`config.mk`:
```
export PLATFORM = sky130hd
export DESIGN_NAME = rtd_adc_code_to_temperature_top
export DESIGN_NICKNAME = d
export VERILOG_FILES = /design/src/sv/rtdc_pkg.sv /design/src/sv/rtd_adc_code_to_temperature_top.sv /design/src/sv/rtdc_front.sv /design/src/sv/rtdc_queue.sv /design/src/sv/rtdc_back.sv
export SDC_FILE = /design/constraint.sdc
export NUM_CORES = 2
export LEC_CHECK = 0
export BUFFER_PORTS_ARGS = -buffer_cell sky130_fd_sc_hd__buf_2
export CAP_MARGIN = 20
export CORE_MARGIN = 2
export CORE_UTILIZATION = 38
export CTS_CLUSTER_DIAMETER = 100
export DETAILED_ROUTE_END_ITERATION = 16
export PLACE_DENSITY = 0.53
export SLEW_MARGIN = 20
export SYNTH_ARGS = -nofsm -noshare
export SYNTH_HDL_FRONTEND = slang
export SYNTH_SLANG_ARGS = --single-unit
```
`constraint.sdc`:
```
create_clock -name clk -period 17.3 [get_ports clk]
set_input_delay 2.595 -clock clk [delete_from_list [all_inputs] [get_ports clk]]
set_output_delay 2.595 -clock clk [all_outputs]
set_load 0.01 [all_outputs]
```
`src/sv/rtdc_pkg.sv`:
```
// Shared types, constants and helper functions of the RTD code-to-temperature block.
// Used by every module of the block; depends on nothing else.
package rtdc_pkg;

    localparam int CHANNELS = 16;
    localparam int CH_W = (CHANNELS > 1) ? $clog2(CHANNELS) : 1;

    localparam int QDEPTH = 2;
    localparam int QPTR_W = (QDEPTH > 1) ? $clog2(QDEPTH) : 1;

    // Radicand numerator: 1759246 * 2^23 - 577680 * (code - 2^23), then * 2^12 / 3125.
    localparam logic [19:0] MUL_R = 20'd577680;
    localparam logic [45:0] RADIC_BASE = 46'(1759246) << 23;
    localparam logic [12:0] DIV_X = 13'd3125;

    // Temperature: floor((195400 * 2^20 + 118784 - 50000 * s) / (29 * 2^13)).
    localparam logic [15:0] MUL_S = 16'd50000;
    localparam logic [39:0] Q_BASE = (40'(195400) << 20) + 40'(118784);
    localparam logic [12:0] DIV_T = 13'd29;
    localparam logic [26:0] U_OFF = 27'(29) << 19;
    localparam logic [19:0] T_BIAS = 20'h80000;

    localparam logic [44:0] SQRT_TOP = 45'(1) << 44;

    localparam logic [2:0] DIV_LAST_X = 3'd7;
    localparam logic [2:0] DIV_LAST_T = 3'd3;

    localparam logic [23:0] EXC_CH0 = 24'h0020B4;
    localparam logic [23:0] EXC_OTHER = 24'h0004B4;
    localparam logic [15:0] FIRST_CH0 = 16'h0064;
    localparam logic [15:0] FIRST_OTHER = 16'h8064;
    localparam logic [15:0] SECOND_CH0 = 16'h80C7;
    localparam logic [15:0] SECOND_OTHER = 16'h00C7;

    typedef struct packed {
        logic [23:0] adc_code;
        logic [3:0]  channel_tag;
        logic [3:0]  result_base;
    } in_t;

    typedef struct packed {
        logic signed [18:0] temperature_q8;
        logic [3:0]         channel_out;
        logic [4:0]         result_index;
        logic [31:0]        sample_total;
        logic [23:0]        excitation_word;
        logic [15:0]        first_channel_word;
        logic [15:0]        second_channel_word;
    } out_t;

    typedef struct packed {
        logic [23:0] code;
        logic [3:0]  channel;
        logic [4:0]  index;
        logic [31:0] total;
        logic        first_ch;
    } job_t;

    typedef enum logic [2:0] {
        B_IDLE,
        B_MUL,
        B_DIV1,
        B_SQRT,
        B_FIN,
        B_DIV2,
        B_DONE
    } back_state_t;

    typedef struct packed {
        logic [12:0] rem;
        logic [7:0]  quo;
    } div_res_t;

    // Eight restoring division steps against a constant divisor below 2^13.
    function automatic div_res_t div_step8(input logic [12:0] rem_in, input logic [7:0] bits,
                                           input logic [12:0] divisor);
        logic [13:0] r;
        div_res_t    res;
        r = {1'b0, rem_in};
        res.quo = '0;
        for (int i = 7; i >= 0; i--)
        begin
            r = {r[12:0], bits[i]};
            if (r >= {1'b0, divisor})
            begin
                r = r - {1'b0, divisor};
                res.quo[i] = 1'b1;
            end
        end
        res.rem = r[12:0];
        return res;
    endfunction

endpackage

```
`src/sv/rtd_adc_code_to_temperature_top.sv`:
```
// Top level of the RTD code-to-temperature block: front end, job queue and back end.
// Depends on rtdc_pkg, rtdc_front, rtdc_queue and rtdc_back.
//
//   Channel   Handshake      Payload              Direction
//   request   push / full    rtdc_pkg::in_t       into the block
//   result    empty / pop    rtdc_pkg::out_t      out of the block
//
// Each request passes through the back end as setup, the radicand division (eight
// quotient bits a cycle), the bit-serial square root, the final division and the
// hand-off. The back end works on one request at a time; the queue holds two more,
// and full rises when both queue slots are taken.
// Reset clears the sample counters, the queue pointers and count and the result valid flag at once.
// A result that is not popped stalls the back end, never the front end until the queue fills.
module rtd_adc_code_to_temperature_top (
    input  logic             clk,
    input  logic             rst_n,
    input  logic             push,
    output logic             full,
    input  rtdc_pkg::in_t    request,
    output logic             empty,
    input  logic             pop,
    output rtdc_pkg::out_t   result
);

    logic            q_push;
    logic            q_full;
    logic            q_pop;
    logic            q_empty;
    rtdc_pkg::job_t  q_in;
    rtdc_pkg::job_t  q_out;

    rtdc_front u_front (
        .clk     (clk),
        .rst_n   (rst_n),
        .push    (push),
        .full    (full),
        .request (request),
        .q_full  (q_full),
        .q_push  (q_push),
        .q_entry (q_in)
    );

    rtdc_queue u_queue (
        .clk       (clk),
        .rst_n     (rst_n),
        .push      (q_push),
        .entry_in  (q_in),
        .full      (q_full),
        .pop       (q_pop),
        .empty     (q_empty),
        .entry_out (q_out)
    );

    rtdc_back u_back (
        .clk     (clk),
        .rst_n   (rst_n),
        .q_empty (q_empty),
        .q_entry (q_out),
        .q_pop   (q_pop),
        .empty   (empty),
        .pop     (pop),
        .result  (result)
    );

`ifndef SYNTHESIS
    a_queue_state: assert property (@(posedge clk) disable iff (!rst_n)
        q_full |-> !q_empty)
        else $error("job queue reports full and empty together");

    a_push_lands: assert property (@(posedge clk) disable iff (!rst_n)
        (push && !full && q_empty) |=> !q_empty)
        else $error("accepted request did not reach the job queue");

    a_words_match: assert property (@(posedge clk) disable iff (!rst_n)
        !empty |-> ((result.channel_out == 4'd0) ==
                    (result.excitation_word == rtdc_pkg::EXC_CH0)))
        else $error("excitation word does not match result channel");

    a_no_count: assert property (@(posedge clk) disable iff (!rst_n)
        (!empty && ({1'b0, result.channel_out} >= 5'(rtdc_pkg::CHANNELS)))
            |-> (result.sample_total == 32'd0))
        else $error("sample total given for a channel without a counter");
`endif

endmodule

```
`src/sv/rtdc_front.sv`:
```
// Front end: accepts requests, keeps the per-channel sample counters and classifies
// each request into a job for the back end. Depends on rtdc_pkg.
module rtdc_front (
    input  logic             clk,
    input  logic             rst_n,
    input  logic             push,
    output logic             full,
    input  rtdc_pkg::in_t    request,
    input  logic             q_full,
    output logic             q_push,
    output rtdc_pkg::job_t   q_entry
);

    logic [31:0]                  cnt_reg [rtdc_pkg::CHANNELS];
    logic [31:0]                  cnt_next [rtdc_pkg::CHANNELS];
    logic [rtdc_pkg::CH_W-1:0]    idx;
    logic                         ch_ok;
    logic                         accept;
    logic [31:0]                  total;

    assign full   = q_full;
    assign accept = push && !q_full;
    assign q_push = accept;
    assign idx    = request.channel_tag[rtdc_pkg::CH_W-1:0];
    assign ch_ok  = {1'b0, request.channel_tag} < 5'(rtdc_pkg::CHANNELS);

    always_comb
    begin
        cnt_next = cnt_reg;
        total    = '0;
        if (ch_ok)
        begin
            total = cnt_reg[idx] + 32'd1;
            if (accept)
            begin
                cnt_next[idx] = total;
            end
        end
    end

    always_comb
    begin
        q_entry.code     = request.adc_code;
        q_entry.channel  = request.channel_tag;
        q_entry.index    = 5'(request.channel_tag) + 5'(request.result_base);
        q_entry.total    = total;
        q_entry.first_ch = (request.channel_tag == 4'd0);
    end

    always_ff @(posedge clk or negedge rst_n)
    begin
        if (!rst_n)
        begin
            for (int i = 0; i < rtdc_pkg::CHANNELS; i++)
            begin
                cnt_reg[i] <= '0;
            end
        end
        else
        begin
            cnt_reg <= cnt_next;
        end
    end

endmodule

```
`src/sv/rtdc_queue.sv`:
```
// Short job queue between the front and back ends, built from registers.
// Depends on rtdc_pkg.
module rtdc_queue (
    input  logic             clk,
    input  logic             rst_n,
    input  logic             push,
    input  rtdc_pkg::job_t   entry_in,
    output logic             full,
    input  logic             pop,
    output logic             empty,
    output rtdc_pkg::job_t   entry_out
);

    rtdc_pkg::job_t              slot_reg [rtdc_pkg::QDEPTH];
    logic [rtdc_pkg::QPTR_W-1:0] wr_reg, wr_next;
    logic [rtdc_pkg::QPTR_W-1:0] rd_reg, rd_next;
    logic [rtdc_pkg::QPTR_W:0]   cnt_reg, cnt_next;
    logic                        do_push;
    logic                        do_pop;

    assign full      = (cnt_reg == (rtdc_pkg::QPTR_W + 1)'(rtdc_pkg::QDEPTH));
    assign empty     = (cnt_reg == '0);
    assign do_push   = push && !full;
    assign do_pop    = pop && !empty;
    assign entry_out = slot_reg[rd_reg];

    always_comb
    begin
        wr_next  = wr_reg;
        rd_next  = rd_reg;
        cnt_next = cnt_reg;
        if (do_push)
        begin
            wr_next = (wr_reg == rtdc_pkg::QPTR_W'(rtdc_pkg::QDEPTH - 1)) ? '0 : wr_reg + 1'b1;
        end
        if (do_pop)
        begin
            rd_next = (rd_reg == rtdc_pkg::QPTR_W'(rtdc_pkg::QDEPTH - 1)) ? '0 : rd_reg + 1'b1;
        end
        if (do_push && !do_pop)
        begin
            cnt_next = cnt_reg + 1'b1;
        end
        else if (do_pop && !do_push)
        begin
            cnt_next = cnt_reg - 1'b1;
        end
    end

    always_ff @(posedge clk or negedge rst_n)
    begin
        if (!rst_n)
        begin
            wr_reg  <= '0;
            rd_reg  <= '0;
            cnt_reg <= '0;
        end
        else
        begin
            wr_reg  <= wr_next;
            rd_reg  <= rd_next;
            cnt_reg <= cnt_next;
        end
    end

    always_ff @(posedge clk)
    begin
        if (do_push)
        begin
            slot_reg[wr_reg] <= entry_in;
        end
    end

endmodule

```
`src/sv/rtdc_back.sv`:
```
// Back end: converts one queued job to temperature with a shared constant divider
// and a bit-serial square root, and holds the finished result. Depends on rtdc_pkg.
module rtdc_back (
    input  logic             clk,
    input  logic             rst_n,
    input  logic             q_empty,
    input  rtdc_pkg::job_t   q_entry,
    output logic             q_pop,
    output logic             empty,
    input  logic             pop,
    output rtdc_pkg::out_t   result
);

    rtdc_pkg::back_state_t state_reg, state_next;
    rtdc_pkg::job_t        job_reg, job_next;
    rtdc_pkg::out_t        out_reg, out_next;
    logic                  out_valid_reg, out_valid_next;
    logic [2:0]            cnt_reg, cnt_next;
    logic [63:0]           num_reg, num_next;
    logic [63:0]           quo_reg, quo_next;
    logic [12:0]           rem_reg, rem_next;
    logic [44:0]           v_reg, v_next;
    logic [44:0]           root_reg, root_next;
    logic [44:0]           bit_reg, bit_next;

    logic signed [23:0]    d;
    logic signed [44:0]    prod_a;
    logic [45:0]           a_val;
    rtdc_pkg::div_res_t    div_r;
    logic [63:0]           quo_shift;
    logic [45:0]           trial;
    logic [38:0]           prod_s;
    logic signed [39:0]    q_val;
    logic signed [26:0]    qs;
    logic [26:0]           u_val;
    logic [19:0]           t_val;

    assign empty  = !out_valid_reg;
    assign result = out_reg;

    always_comb
    begin
        // Offset binary to two's complement is an inversion of the top bit.
        d         = {~job_reg.code[23], job_reg.code[22:0]};
        prod_a    = $signed({1'b0, rtdc_pkg::MUL_R}) * d;
        a_val     = rtdc_pkg::RADIC_BASE - {prod_a[44], prod_a};
        div_r     = rtdc_pkg::div_step8(rem_reg, num_reg[63:56],
                        (state_reg == rtdc_pkg::B_DIV1) ? rtdc_pkg::DIV_X : rtdc_pkg::DIV_T);
        quo_shift = {quo_reg[55:0], div_r.quo};
        trial     = {1'b0, root_reg} + {1'b0, bit_reg};
        prod_s    = root_reg[22:0] * rtdc_pkg::MUL_S;
        q_val     = rtdc_pkg::Q_BASE - {1'b0, prod_s};
        qs        = 27'(q_val >>> 13);
        // The bias keeps the last division nonnegative; it is removed from the quotient.
        u_val     = qs + rtdc_pkg::U_OFF;
        t_val     = quo_reg[19:0] - rtdc_pkg::T_BIAS;
    end

    always_comb
    begin
        state_next     = state_reg;
        job_next       = job_reg;
        out_next       = out_reg;
        out_valid_next = out_valid_reg;
        cnt_next       = cnt_reg;
        num_next       = num_reg;
        quo_next       = quo_reg;
        rem_next       = rem_reg;
        v_next         = v_reg;
        root_next      = root_reg;
        bit_next       = bit_reg;
        q_pop          = 1'b0;

        if (pop && out_valid_reg)
        begin
            out_valid_next = 1'b0;
        end

        case (state_reg)
            rtdc_pkg::B_IDLE:
            begin
                if (!q_empty)
                begin
                    q_pop      = 1'b1;
                    job_next   = q_entry;
                    state_next = rtdc_pkg::B_MUL;
                end
            end
            rtdc_pkg::B_MUL:
            begin
                num_next   = {7'b0, a_val[44:0], 12'b0};
                quo_next   = '0;
                rem_next   = '0;
                cnt_next   = '0;
                state_next = rtdc_pkg::B_DIV1;
            end
            rtdc_pkg::B_DIV1:
            begin
                num_next = {num_reg[55:0], 8'b0};
                quo_next = quo_shift;
                rem_next = div_r.rem;
                cnt_next = cnt_reg + 3'd1;
                if (cnt_reg == rtdc_pkg::DIV_LAST_X)
                begin
                    v_next     = quo_shift[44:0];
                    root_next  = '0;
                    bit_next   = rtdc_pkg::SQRT_TOP;
                    state_next = rtdc_pkg::B_SQRT;
                end
            end
            rtdc_pkg::B_SQRT:
            begin
                if ({1'b0, v_reg} >= trial)
                begin
                    v_next    = v_reg - trial[44:0];
                    root_next = (root_reg >> 1) + bit_reg;
                end
                else
                begin
                    root_next = root_reg >> 1;
                end
                bit_next = bit_reg >> 2;
                if (bit_reg[0])
                begin
                    state_next = rtdc_pkg::B_FIN;
                end
            end
            rtdc_pkg::B_FIN:
            begin
                num_next   = {7'b0, u_val[24:0], 32'b0};
                quo_next   = '0;
                rem_next   = '0;
                cnt_next   = '0;
                state_next = rtdc_pkg::B_DIV2;
            end
            rtdc_pkg::B_DIV2:
            begin
                num_next = {num_reg[55:0], 8'b0};
                quo_next = quo_shift;
                rem_next = div_r.rem;
                cnt_next = cnt_reg + 3'd1;
                if (cnt_reg == rtdc_pkg::DIV_LAST_T)
                begin
                    state_next = rtdc_pkg::B_DONE;
                end
            end
            rtdc_pkg::B_DONE:
            begin
                if (!out_valid_reg || pop)
                begin
                    out_next.temperature_q8 = $signed(t_val[18:0]);
                    out_next.channel_out    = job_reg.channel;
                    out_next.result_index   = job_reg.index;
                    out_next.sample_total   = job_reg.total;
                    if (job_reg.first_ch)
                    begin
                        out_next.excitation_word     = rtdc_pkg::EXC_CH0;
                        out_next.first_channel_word  = rtdc_pkg::FIRST_CH0;
                        out_next.second_channel_word = rtdc_pkg::SECOND_CH0;
                    end
                    else
                    begin
                        out_next.excitation_word     = rtdc_pkg::EXC_OTHER;
                        out_next.first_channel_word  = rtdc_pkg::FIRST_OTHER;
                        out_next.second_channel_word = rtdc_pkg::SECOND_OTHER;
                    end
                    out_valid_next = 1'b1;
                    state_next     = rtdc_pkg::B_IDLE;
                end
            end
            default:
            begin
                state_next = rtdc_pkg::B_IDLE;
            end
        endcase
    end

    always_ff @(posedge clk or negedge rst_n)
    begin
        if (!rst_n)
        begin
            state_reg     <= rtdc_pkg::B_IDLE;
            out_valid_reg <= 1'b0;
            cnt_reg       <= '0;
        end
        else
        begin
            state_reg     <= state_next;
            out_valid_reg <= out_valid_next;
            cnt_reg       <= cnt_next;
        end
    end

    always_ff @(posedge clk)
    begin
        job_reg  <= job_next;
        out_reg  <= out_next;
        num_reg  <= num_next;
        quo_reg  <= quo_next;
        rem_reg  <= rem_next;
        v_reg    <= v_next;
        root_reg <= root_next;
        bit_reg  <= bit_next;
    end

endmodule

```
==> metrics.txt <==
status complete, no violations; H-tree levels 3; GP Congestion about 0.89; Layout area overhead 11.13%; vias in the first global route between 40000 and 50000; Seq/Total Area, Yosys 0.4425; grt met1 use 0.2600; wire per inst around 20 um; busiest layer in global routing met2; syn_area_per_cell ~11 um^2; input/output buffers 101; Hold Path Cell Cnt 0; synth warn 0; detailed-route DRC error count 0; CTS tree yes; critical path class reg2reg; share of the synthesized area in the top cell type 0.2299; # IOs about 150; CTS Buf Count around 110; Place WS 0.4672 ns; clk buf depth 3; Final ANT Viol Nets 0; Setup crit end kind flop; Worst Max-Slew Pin Slew approximately 1.0 ns; Post-Syn Area slightly above 60000 um^2; largest net degree at the start of global routing between 100 and 150; Final nets between 6000 and 7000; final wirelength 155.6 mm; top cells by area, synth edfxtp_1 (23%), dfrtp_1 (21%), ha_1 (9.1%); commonest non-fill, non-tap cell in the layout dfrtp_1; initial antenna violation count 6; max incr delay on CP ~0.5 ns; Pins Over Slew Limit 0; Post-DP HPWL between 100 and 150 mm; Top FF cell, synth dfrtp_1; initial drt markers 2585; Final Cycle Share 0.9326; max FFs per register 512; fillcell total ~15000; Async S/R FF share, synth 0.5262; register bit total from synthesis 994; post-route cell area just under 70000 um^2; Die Span Y 406.4 um; Power Dens Cells 102.8 nW/um^2; share of cells above drive strength 1 0.1345; crit path max fanout 22; M3 GR Usage 0.02456; DIE AREA between 150000 and 200000 um^2; worst endpoint data arrival time ~17 ns; Die Span X 406.4 um; Post-CTS Hold Buffers 0; All-Layer GR Usage 0.1911; Post-synth EDFFs ~470; Setup TNS 0 ns; Fin. Hold Viols 0; grt ovf 0; max-cap violation count 0; most frequent cells in the layout dfrtp_1 (522), nor2_1 (507), nand2_1 (476); Vias/cell roughly 5.2; global-route wire length before repair 247.4 mm; Critical Path Most Common Cell ha_1; met2 usage 0.3251; clk_lat worst skew approximately 0.74 ns; worst min path class reg2reg; Slew headroom 0.3054; total number of vias 41474; Pre-antenna DRT Iters 5; P_leak about 29 nW; Post-DP Area 64570 um^2; clk root buf clkbuf_16; synth unique cells roughly 120; Final min period ~16 ns; VDD IR max 0.00009038 V; clk_skew roughly 0.036 ns; Rows between 100 and 150; final setup fails 0; Worst EP required approximately 18 ns; Reg clk slew, reported paths about 0.06 ns; Achievable Freq roughly 62 MHz; final core utilization 0.4254; min setup slack post-route roughly 1.2 ns; Core Area between 150000 and 200000 um^2; Worst setup SP type flop; worst r2r path cells 73; Min Hold Slack about 0.42 ns; post-synth top area cell edfxtp_1; Initial Utilization 0.3828; Synth Instances 5645; Slowest-stage cell, CP or4b_1; CTS sink cnt about 990
## what timing repair did
item / CTS / global route
setup endpoints to repair: 0 / 15
setup buffers: 0 / 2
resized for setup: 0 / 18
## worst paths after layout
path / slack [ns] / end / startpoint
min: 0.42 / u_back.result[56] / u_back.job_reg[1]
min reg2reg: 0.42 / u_back.result[56] / u_back.job_reg[1]
max reg2reg: 1.17 / u_back.rem_reg[6] / u_back.state_reg[2]
max: 1.17 / u_back.rem_reg[6] / u_back.state_reg[2]
max in group asynchronous: 13.29 / u_front.cnt_reg[322] / rst_n
min in group asynchronous: 1.98 / u_front.cnt_reg[240] / rst_n
## metrics by stage
stage	std cells	power, W
2_1_floorplan	5695	0.004317
3_3_place_gp	7753	0.004675
3_5_place_dp	7753	0.004733
4_1_cts	7958	0.007111
5_1_grt	7961	0.007437
6_report	7962	0.007029
## power by group
| group | total [W] | switching (W) | internal [W] |
|---|---|---|---|
| clock network | 0.00235 | 0.000991 | 0.00136 |
| logic | 0.00130 | 0.000704 | 0.000591 |
| registers | 0.00339 | 0.000275 | 0.00311 |
## cells by family (layout without fill, tap and decap cells)
| family | Yosys count | in the layout | synth area share |
|---|---|---|---|
| simple gates | 1451 | 1451 | 0.1075 |
| other cells | 2 | 53 | 0.0001220 |
| xor+xnor | 346 | 346 | 0.04937 |
| buf+inv | 696 | 802 | 0.04636 |
| compound gates | 1214 | 1214 | 0.1207 |
| mux | 329 | 329 | 0.08894 |
| fa+ha+maj | 613 | 613 | 0.1445 |
| flops | 994 | 994 | 0.4425 |
## cell type report
cell class	instances	area [um^2]	share of cell area
Sequential cell	994	27230	0.3983
Timing Repair Buffer	212	1428	0.02088
Tap cell	2160	2703	0.03952
Multi-Input combinational cell	4005	31930	0.4669
Inverter	385	1449	0.02119
Clock inverter	64	650.6	0.009515
Clock buffer	141	2988	0.04369
Antenna cell	1	2.502	0.00003659
## per-layer routing
| layer | vias up | share of wire |
|---|---|---|
| li1 | 20113 | - |
| met4 | 0 | 0.020 |
| met2 | 651 | 0.49 |
| met1 | 20526 | 0.46 |
| met5 | - | 0 |
| met3 | 184 | 0.033 |
## synth_stat cells, drive strengths merged, types with 26 or more instances
| master | n |
|---|---|
| mux2i | 42 |
| nand3 | 52 |
| and2 | 59 |
| a31oi | 51 |
| and3 | 63 |
| nand2b | 29 |
| a21o | 29 |
| mux2 | 126 |
| xnor2 | 225 |
| inv | 385 |
| nand2 | 487 |
| o21bai | 32 |
| a211oi | 49 |
| nor3 | 67 |
| a21oi | 373 |
| buf | 94 |
| xor2 | 121 |
| clkbuf | 217 |
| ha | 449 |
| o21a | 26 |
| nor2 | 518 |
| edfxtp | 471 |
| dfrtp | 523 |
| o21ai | 423 |
| fa | 163 |
| mux4 | 161 |
| o31ai | 28 |
| nor2b | 48 |
## critical path: cells and delay by family, from the launching register on
family / cells / cell delay [ns]
adder cells (fa/ha/maj): 8 / 2.69
multiplexers: 2 / 0.36
buffers and inverters: 11 / 1.80
AO/OA/AOI/OAI: 18 / 3.87
XOR/XNOR: 6 / 1.32
AND/OR/NAND/NOR: 28 / 5.30
flip-flops: 1 / 0.48
(Power assumes the default switching activity.)
